File: src/sv/integer_to_radix_digits_macros.svh
// assertion macros for the radix digit converter
`ifndef INTEGER_TO_RADIX_DIGITS_MACROS_SVH
`define INTEGER_TO_RADIX_DIGITS_MACROS_SVH

`ifndef NO_ASSERTIONS
// condition in this cycle implies a consequence in the same cycle
`define I2RD_ASSERT_NOW(label, clk, rst, ante, cons) \
  label: assert property (@(posedge clk) disable iff (rst) (ante) |-> (cons)) \
    else $error("assertion failed");
// condition in this cycle implies a consequence in the next cycle
`define I2RD_ASSERT_NEXT(label, clk, rst, ante, cons) \
  label: assert property (@(posedge clk) disable iff (rst) (ante) |=> (cons)) \
    else $error("assertion failed");
`else
`define I2RD_ASSERT_NOW(label, clk, rst, ante, cons)
`define I2RD_ASSERT_NEXT(label, clk, rst, ante, cons)
`endif

`endif

File: src/sv/i2rd_pkg.sv
package i2rd_pkg;

  localparam logic [4:0] RADIX_RESET = 5'd10;
  localparam logic [4:0] RADIX_MIN   = 5'd2;
  localparam logic [4:0] RADIX_MAX   = 5'd16;
  localparam logic [6:0] ASCII_ZERO  = 7'd48;
  localparam logic [6:0] ASCII_UPPER_A = 7'd65;
  localparam logic [3:0] DECIMAL_TEN = 4'd10;
  localparam logic [0:0] REG_RADIX   = 1'b0;

  // clamp the programmed base into 2..16
  function automatic logic [4:0] sat_radix(input logic [4:0] r);
    logic [4:0] b;
    b = r;
    if (r < RADIX_MIN) b = RADIX_MIN;
    if (r > RADIX_MAX) b = RADIX_MAX;
    return b;
  endfunction

  // highest quotient bit a digit can have in this base
  function automatic logic [1:0] top_bit(input logic [4:0] b);
    logic [1:0] t;
    if (b <= 5'd2) t = 2'd0;
    else if (b <= 5'd4) t = 2'd1;
    else if (b <= 5'd8) t = 2'd2;
    else t = 2'd3;
    return t;
  endfunction

  // digit value to ascii character
  function automatic logic [6:0] digit_to_ascii(input logic [3:0] d);
    logic [6:0] c;
    if (d < DECIMAL_TEN) c = ASCII_ZERO + {3'b000, d};
    else c = ASCII_UPPER_A + {3'b000, d - DECIMAL_TEN};
    return c;
  endfunction

endpackage

File: src/sv/i2rd_ram.sv
module i2rd_ram #(
  parameter int WIDTH = 32,
  parameter int DEPTH = 32
) (
  input  logic                     clk,
  input  logic                     we,
  input  logic [$clog2(DEPTH)-1:0] waddr,
  input  logic [WIDTH-1:0]         wdata,
  input  logic                     re,
  input  logic [$clog2(DEPTH)-1:0] raddr,
  output logic [WIDTH-1:0]         rdata
);

  logic [WIDTH-1:0] mem [DEPTH];

  // one write port, one registered read port
  always_ff @(posedge clk) begin
    if (we) begin
      mem[waddr] <= wdata;
    end
    if (re) begin
      rdata <= mem[raddr];
    end
  end

endmodule

File: src/sv/integer_to_radix_digits.sv
// sequence: accept, a power search that multiplies by the base and stores each power,
// then b compare-subtract steps, where b = 1..4 quotient bits for bases 2, 3-4, 5-8, 9-16, then emit
// each further digit: one ram read, b compare-subtract steps, emit
// a new value is accepted only once the last digit of the previous one is emitted; emit waits on out_ready
// reset (synchronous, active high) sets radix to 10 and idles the sequencer
`include "integer_to_radix_digits_macros.svh"

module integer_to_radix_digits #(
  parameter int VALUE_BITS = 32
) (
  input  logic                  clk,
  input  logic                  rst,
  // apb configuration port
  input  logic                  psel,
  input  logic                  penable,
  input  logic                  pwrite,
  input  logic [2:0]            paddr,
  input  logic [31:0]           pwdata,
  output logic [31:0]           prdata,
  output logic                  pready,
  // input word
  input  logic                  in_valid,
  output logic                  in_ready,
  input  logic [VALUE_BITS-1:0] value,
  // output word
  output logic                  out_valid,
  input  logic                  out_ready,
  output logic [6:0]            digit_char,
  output logic                  last_digit
);

  import i2rd_pkg::*;

  localparam int ADDR_W  = $clog2(VALUE_BITS);
  localparam int PROD_W  = VALUE_BITS + 5;
  localparam int TRIAL_W = VALUE_BITS + 4;

  localparam logic [2:0] ST_IDLE   = 3'd0;
  localparam logic [2:0] ST_ASCEND = 3'd1;
  localparam logic [2:0] ST_DIGIT  = 3'd2;
  localparam logic [2:0] ST_EMIT   = 3'd3;
  localparam logic [2:0] ST_LOAD   = 3'd4;

  logic [2:0]            state;
  logic [4:0]            radix;
  logic [4:0]            base;
  logic [VALUE_BITS-1:0] rest;
  logic [VALUE_BITS-1:0] power;
  logic [ADDR_W-1:0]     exp;
  logic [3:0]            d;
  logic [1:0]            s;

  logic [PROD_W-1:0]     prod;
  logic                  asc_ok;
  logic [TRIAL_W-1:0]    trial;
  logic                  fit;
  logic                  emit_go;
  logic                  ram_we;
  logic                  ram_re;
  logic [ADDR_W-1:0]     ram_raddr;
  logic [VALUE_BITS-1:0] ram_rdata;
  logic                  cfg_wr;

  // configuration register
  assign pready = 1'b1;
  assign cfg_wr = psel && penable && pwrite && pready;

  always_ff @(posedge clk) begin
    if (rst) begin
      radix <= RADIX_RESET;
    end else if (cfg_wr && (paddr[2] == REG_RADIX)) begin
      radix <= pwdata[4:0];
    end
  end

  always_comb begin
    prdata = 32'd0;
    if (paddr[2] == REG_RADIX) prdata = {27'd0, radix};
  end

  // shared datapath: power times base, and shifted power against the remainder
  assign prod   = PROD_W'(power) * PROD_W'(base);
  assign asc_ok = prod <= PROD_W'(rest);
  assign trial  = TRIAL_W'(power) << s;
  assign fit    = trial <= TRIAL_W'(rest);

  assign in_ready = (state == ST_IDLE) && !rst;
  assign emit_go  = !out_valid || out_ready;

  // power stack, filled on the way up and read back on the way down
  assign ram_we    = (state == ST_ASCEND);
  assign ram_re    = (state == ST_EMIT) && emit_go && (exp != '0);
  assign ram_raddr = exp - ADDR_W'(1);

  i2rd_ram #(
    .WIDTH (VALUE_BITS),
    .DEPTH (VALUE_BITS)
  ) u_power_ram (
    .clk   (clk),
    .we    (ram_we),
    .waddr (exp),
    .wdata (power),
    .re    (ram_re),
    .raddr (ram_raddr),
    .rdata (ram_rdata)
  );

  // sequencer
  always_ff @(posedge clk) begin
    if (rst) begin
      state <= ST_IDLE;
    end else begin
      unique case (state)
        ST_IDLE: begin
          if (in_valid) begin
            rest  <= value;
            power <= VALUE_BITS'(1);
            exp   <= '0;
            base  <= sat_radix(radix);
            state <= ST_ASCEND;
          end
        end
        ST_ASCEND: begin
          if (asc_ok) begin
            power <= prod[VALUE_BITS-1:0];
            exp   <= exp + ADDR_W'(1);
          end else begin
            d     <= 4'd0;
            s     <= top_bit(base);
            state <= ST_DIGIT;
          end
        end
        ST_DIGIT: begin
          if (fit) begin
            rest <= rest - trial[VALUE_BITS-1:0];
            d    <= d | (4'd1 << s);
          end
          if (s == 2'd0) begin
            state <= ST_EMIT;
          end else begin
            s <= s - 2'd1;
          end
        end
        ST_EMIT: begin
          if (emit_go) begin
            if (exp == '0) begin
              state <= ST_IDLE;
            end else begin
              exp   <= ram_raddr;
              state <= ST_LOAD;
            end
          end
        end
        ST_LOAD: begin
          power <= ram_rdata;
          d     <= 4'd0;
          s     <= top_bit(base);
          state <= ST_DIGIT;
        end
        default: begin
          state <= ST_IDLE;
        end
      endcase
    end
  end

  // output register
  always_ff @(posedge clk) begin
    if (rst) begin
      out_valid <= 1'b0;
    end else if ((state == ST_EMIT) && emit_go) begin
      out_valid <= 1'b1;
    end else if (out_ready) begin
      out_valid <= 1'b0;
    end
  end

  always_ff @(posedge clk) begin
    if ((state == ST_EMIT) && emit_go) begin
      digit_char <= digit_to_ascii(d);
      last_digit <= (exp == '0);
    end
  end

  // checks
  `I2RD_ASSERT_NEXT(a_busy_after_accept, clk, rst, in_valid && in_ready, !in_ready)
  `I2RD_ASSERT_NOW(a_digit_below_base, clk, rst, state == ST_EMIT, ({1'b0, d} < base))
  `I2RD_ASSERT_NEXT(a_held_output, clk, rst, out_valid && !out_ready,
    out_valid && $stable(digit_char) && $stable(last_digit))

endmodule

File: config.mk
export PLATFORM = sky130hd
export DESIGN_NAME = integer_to_radix_digits
export DESIGN_NICKNAME = d
export VERILOG_FILES = /design/src/sv/i2rd_pkg.sv /design/src/sv/i2rd_ram.sv /design/src/sv/integer_to_radix_digits.sv
export VERILOG_INCLUDE_DIRS = /design/src /design/src/sv
export SDC_FILE = /design/constraint.sdc
export NUM_CORES = 2
export LEC_CHECK = 0
export ABC_AREA = 1
export BUFFER_PORTS_ARGS = -buffer_cell sky130_fd_sc_hd__buf_2
export CORE_ASPECT_RATIO = 1.5
export CORE_MARGIN = 8
export CORE_UTILIZATION = 55
export DETAILED_ROUTE_END_ITERATION = 10
export PLACE_DENSITY = 0.8
export SYNTH_ARGS = -nofsm -noshare
export SYNTH_HDL_FRONTEND = slang
export SYNTH_SLANG_ARGS = --single-unit
File: constraint.sdc
create_clock -name clk -period 18.67 [get_ports clk]
set_clock_uncertainty 0.15 [all_clocks]
set_input_delay 1.867 -clock clk [delete_from_list [all_inputs] [get_ports clk]]
set_output_delay 1.867 -clock clk [all_outputs]
set_load 0.02 [all_outputs]
# --- Word-level counts from Yosys, hierarchy flattened ---
# Memory sizes are Yosys's and may differ from the RTL's. A register that Yosys moved wholly into a read port is not among the register bits.
# Index checks and enable logic that the tools add are counted.
word_totals:
  regBits: 97
  ramBits: 1024
  inputBits: 74
  output_inout_bits: 43
  wordCells: 105
  n_memories: 1
classes:
  add_sub_neg: 7
  n_mul: 1
  magnitude_cmp: 8
  eq_ne: 12
  shift: 2
  muxes: 33
  bitwise_logic: 3
  n_reduce_logical: 26
mem_list:
  columns: ["name", "words", "width", "read_ports", "rd_clocked_by_memory_dff", "wr", "line", "rtl"]
  rows:
  - ["u_power_ram.mem", 32, 32, 1, 1, 1, "i2rd_ram.sv:14", "logic [WIDTH-1:0] mem [DEPTH];"]
ops:
  columns: ["op", "count"]
  rows:
  - ["32-bit 2-to-1 mux", 4]
  - ["32-bit case mux with 3 select lines", 1]
  - ["32-bit case mux with 2 select lines", 1]
  - ["37-bit by 32-bit <= comparator with 1-bit output", 1]
  - ["32-bit by 5-bit multiplier with 37-bit output", 1]
  - ["36-bit by 32-bit <= comparator with 1-bit output", 1]
  - ["32-bit by 2-bit << shifter with 36-bit output", 1]
  - ["32-bit subtractor", 1]
  - ["5-bit 2-to-1 mux", 6]
  - ["4-bit AND reduction", 5]
  - ["2-bit != test, second input constant", 8]
  - ["3-bit 2-to-1 mux", 5]
  - ["3-bit case mux with 5 select lines", 1]
  - ["5-bit case mux with 3 select lines", 1]
  - ["4-bit case mux with 3 select lines", 1]
  - ["3-bit nonzero test", 3]
  - ["2-bit 2-to-1 mux", 4]
  - ["4-bit 2-to-1 mux", 2]
  - ["6-bit by 4-bit adder with 7-bit output, first input constant", 1]
  - ["7-bit by 4-bit adder with 7-bit output, first input constant", 1]
  - ["7-bit 2-to-1 mux", 1]
  - ["3-bit by 2-bit == test with 1-bit output, second input constant", 2]
  - ["1-bit logical AND", 6]
  - ["2-bit case mux with 3 select lines", 1]
  - ["26 further kinds", 33]

# --- Logic depth before layout (Yosys ltp) ---
depth:
  depth_word: 6
  ltp_mapped: 37
  ltp_nobuf: 35

# --- By module ---
# Synthesis repeated with hierarchy kept, for this count alone.
unflattened:
  cells_unflattened: 5557
  area_unflattened_um2: 56924.6
by_module_without_submodules:
  columns: ["module", "n_inst", "cells_each", "area_per_inst_um2", "seq_area_each_um2"]
  rows:
  - ["i2rd_ram", 1, 3536, 42726.0, 31710.4]
  - ["integer_to_radix_digits", 1, 2021, 14198.6, 2822.7]

# --- Worst setup path after synthesis ---
# OpenSTA, ideal clock, no wires.
synth_path:
  kind: "register to register"
  startpoint: "register power[2]"
  endpoint: "register power[0] (enable)"
  setup_ns: 0.461
  arrival_time_ns: 6.864
  required_ns: 18.059
  path_slack_ns: 11.195
  path_stages_with_launch: 28
  n_path_buf: 0
  synth_period_minus_slack_ns: 7.475
  path_cell_list: "edfxtp_1 nand2_1 fa_1 fa_1 fa_1 inv_1 ha_1 nand2_1 nand3_2 nand2_1 nand2_2 nand2_2 nand2_2 or2_4 a31oi_4 xnor2_1 ha_1 nand3_1 inv_1 a21oi_1 nand2_1 nand2_1 nand2_1 nand2_1 nand2_1 nand2_1 a21oi_1 nor3_1"
synth_via:
  elab_chain_len: 4
synth_lines:
  columns: ["item", "line", "rtl"]
  rows:
  - ["start, declared", "integer_to_radix_digits.sv:48", "logic [VALUE_BITS-1:0] power;"]
  - ["start signal, assigned", "integer_to_radix_digits.sv:125", "power <= prod[VALUE_BITS-1:0];"]
  - ["start signal, assigned", "integer_to_radix_digits.sv:155", "power <= ram_rdata;"]
  - ["32-bit by 5-bit multiplier with 37-bit output", "integer_to_radix_digits.sv:82", "assign prod = PROD_W'(power) * PROD_W'(base);"]
  - ["37-bit by 32-bit <= comparator with 1-bit output", "integer_to_radix_digits.sv:83", "assign asc_ok = prod <= PROD_W'(rest);"]
  - ["2-bit != test (no line)", null, null]
  - ["4-bit AND reduction (no line)", null, null]
# Every way passes these cells.
# A chain may end at the register's enable or synchronous reset.

# --- Worst setup path after layout ---
layout_path:
  startpoint: "register power[14]"
  endpoint: "register power[18] (enable)"
# Same word-level chain as after synthesis.

==> reports/qor.yml <==
slew_headroom_pct: 12.0
syn-cell-area_sq_mm: 0.0548
htreeDepth: 3
crit_path_start_kind: "flop"
ff2ff_path_depth: 30
cp_data_required_time_ns: 18.83
grt_pass1_wl_um: 220000
cts_resized: 0
cts_buffers: 95
fillerInstances: 7385
syn_avg_cell_area_sq_um: 11.4
cts_buffer_depth: 3
synth_compound_area_share_pct: 13.1
start_util_pct: 55.2
overflow: 0
fin_crit_ns: 7.90
drv_cap: 0
yosysMostFrequentCell: "edfxtp_1"
met2WireLength_um: 75400
wirelength_um: 146000
synth-seq-area-share_pct: 63.0
synthSimpleGateAreaFrac_pct: 10.6
synth_xor_area_share_pct: 0.829
topRoutingLayerUsed: "met4"
dr.pass1.iters: 6
cp_slowest_stage_delay_ns: 1.20
crit_path_frequent_cell: "nand2_1"
crit_slowest_cell: "edfxtp_1"
post_cts_buffers: 0
viasPerCell: 6.25
async_flop_share_pct: 0
report.final.slew_viol_count: 0
wl_per_cell_um: 23.6
place_congestion: 0.968
grt_max_degree: 208
area_delta_synth_final_pct: 8.81
ant_nets: 0
die_width_um: 274
drt_first_iter_violations: 4939
vias: 38600
fp.dieH_um: 403
hold_buffers: 0
antenna_found_initial: 2
ys_warn_count: 0
whs_path_depth: 0
worstPathArrival_ns: 8.07
clk_latency_ns: 0.71
drive_gt1_share_pct: 8.12
postSynthCellCount: 4825
muxShareOfSynthArea_pct: 0.183
hpwl_um: 88500
synth-adder-area-share_pct: 6.77
pin_count: 117
setup_viol: 0
wl_met3_um: 12400
grt_usage_pct: 25.8
rsz0062_at_grt: "no"
m1WireLength_um: 49500
root_buffer: "clkbuf_16"
synthDistinctLibCells: 59
status: "complete, no violations"
drc: 0
ys_top_cells_by_count: "edfxtp_1, nor2_1, o21ai_0"
first_global_vias: 38600
hp-class: "reg2reg"
coreArea_sq_mm: 0.0993
synth_area_leaders: "edfxtp_1, o21ai_0, nor2_1"
synth_top_family_by_area: "compound AO/OA/AOI/OAI gates"
finalHoldViolCount: 0
cts_sinks: 1153
synthFlopType: "edfxtp_1"
critPathMaxFanout: 39
clk_pin_slew_worst_paths_ns: 0.06
rows: 142
timing.fmax_mhz: 127
cts_tree: "built"
ys_seq_elements: 1153
yosys.area.top_type_share_pct: 62.7
period_share_pct: 42.3
final.setup.tns_ns: 0
fin_nets: 5117
portBuffers: 59
endpoint_kind: "flop"
synth_edf_count: 1144
tightest_slew_ns: 1.32
yosysTopAreaCell: "edfxtp_1"
critical_path_class: "reg2reg"
die_area_sq_mm: 0.110
per-stage QoR:
stage / utilization [%] / hold slack, ns / std cells / setup slack, ns / instance area (sq um)
3_5_place_dp: 56.9 / 0.276 / 6000 / 11.01 / 56500
2_1_floorplan: - / 0.315 / 4851 / 11.20 / 54900
4_1_cts: 60.0 / 0.292 / 6174 / 10.98 / 59600
5_1_grt: 60.0 / 0.322 / 6175 / 10.39 / 59600
3_3_place_gp: 56.9 / 0.266 / 6000 / 11.08 / 56500
6_report: 60.0 / 0.289 / 6175 / 10.77 / 59600
state kept, by name, indices dropped and copies added, names as in the netlist:
name,cells
rest,32
exp,5
state,3
power,32
d,4
u_power_ram.mem,1024
s,2
u_power_ram.rdata,32
base,5
radix,5
digit_char,7
last_digit,1
out_valid,1
cell families after synthesis:
| kind of cell | Yosys count |
|---|---|
| compound gates | 1187 |
| buf+inv | 732 |
| fa+ha+maj | 242 |
| simple gates | 1448 |
| other cells | 2 |
| mux | 10 |
| xor+xnor | 51 |
| flops | 1153 |
per-layer routing:
metal / track usage, % / up-vias
li1: - / 17100
met2: 45.7 / 2214
met1: 29.6 / 18800
met3: 3.48 / 486
met4: 15.2 / 0
met5: 0 / -
area by class of cell:
cell class / instances / area [sq um] / area share [%]
diodes: 1 / 2.50 / 0.00420
multi-input cells: 2966 / 17700 / 29.7
well taps: 1296 / 1620 / 2.72
clock buffers: 116 / 2500 / 4.19
clock inverters: 58 / 626 / 1.05
repair buffers: 147 / 981 / 1.65
flip-flops and latches: 1153 / 34500 / 57.9
inverters: 438 / 1660 / 2.79
worst max-delay path: cells and delay by family (launching register included):
| kind | cells | cell delay [ns] |
|---|---|---|
| buffers and inverters | 5 | 0.75 |
| DFF | 1 | 1.20 |
| adders and majority gates | 5 | 2.08 |
| and+or+nand+nor | 16 | 2.54 |
| xor gates and xnor gates | 1 | 0.36 |
| AOI/OAI and AO/OA | 3 | 0.41 |
placed cells by master (no fill, tap or decap), types with 10 or more instances in the layout:
master     count
buf_4         86
or2_2         25
o21ai_0      645
o221ai_1     192
edfxtp_1    1144
clkbuf_1      19
conb_1        28
a31oi_1       42
a21oi_1      110
xor2_1        20
bufinv_16     10
nand4_1       13
nor3_1        14
o22ai_1       64
fa_1          91
mux2i_1       10
nand2_1      499
nor2_1       707
clkbuf_16     97
nand2_2       13
o21ai_1       25
clkinv_2      17
a32oi_1       32
buf_2         59
ha_1         150
clkinv_1      19
nand3_1      115
xnor2_1       29
a22o_1        28
inv_1        428
a21o_1        10
nor2_4        33
final timing paths:
| check | endpoint | slack (ns) | start |
|---|---|---|---|
| setup / recovery | power[18] | 10.77 | power[14] |
| hold / removal | base[4] | 0.29 | radix[4] |
| setup reg to reg | power[18] | 10.77 | power[14] |
| hold reg to reg | base[4] | 0.29 | radix[4] |
Power is not shown: default switching activity piles up to over one toggle a cycle in this logic, so the estimate is an artifact.
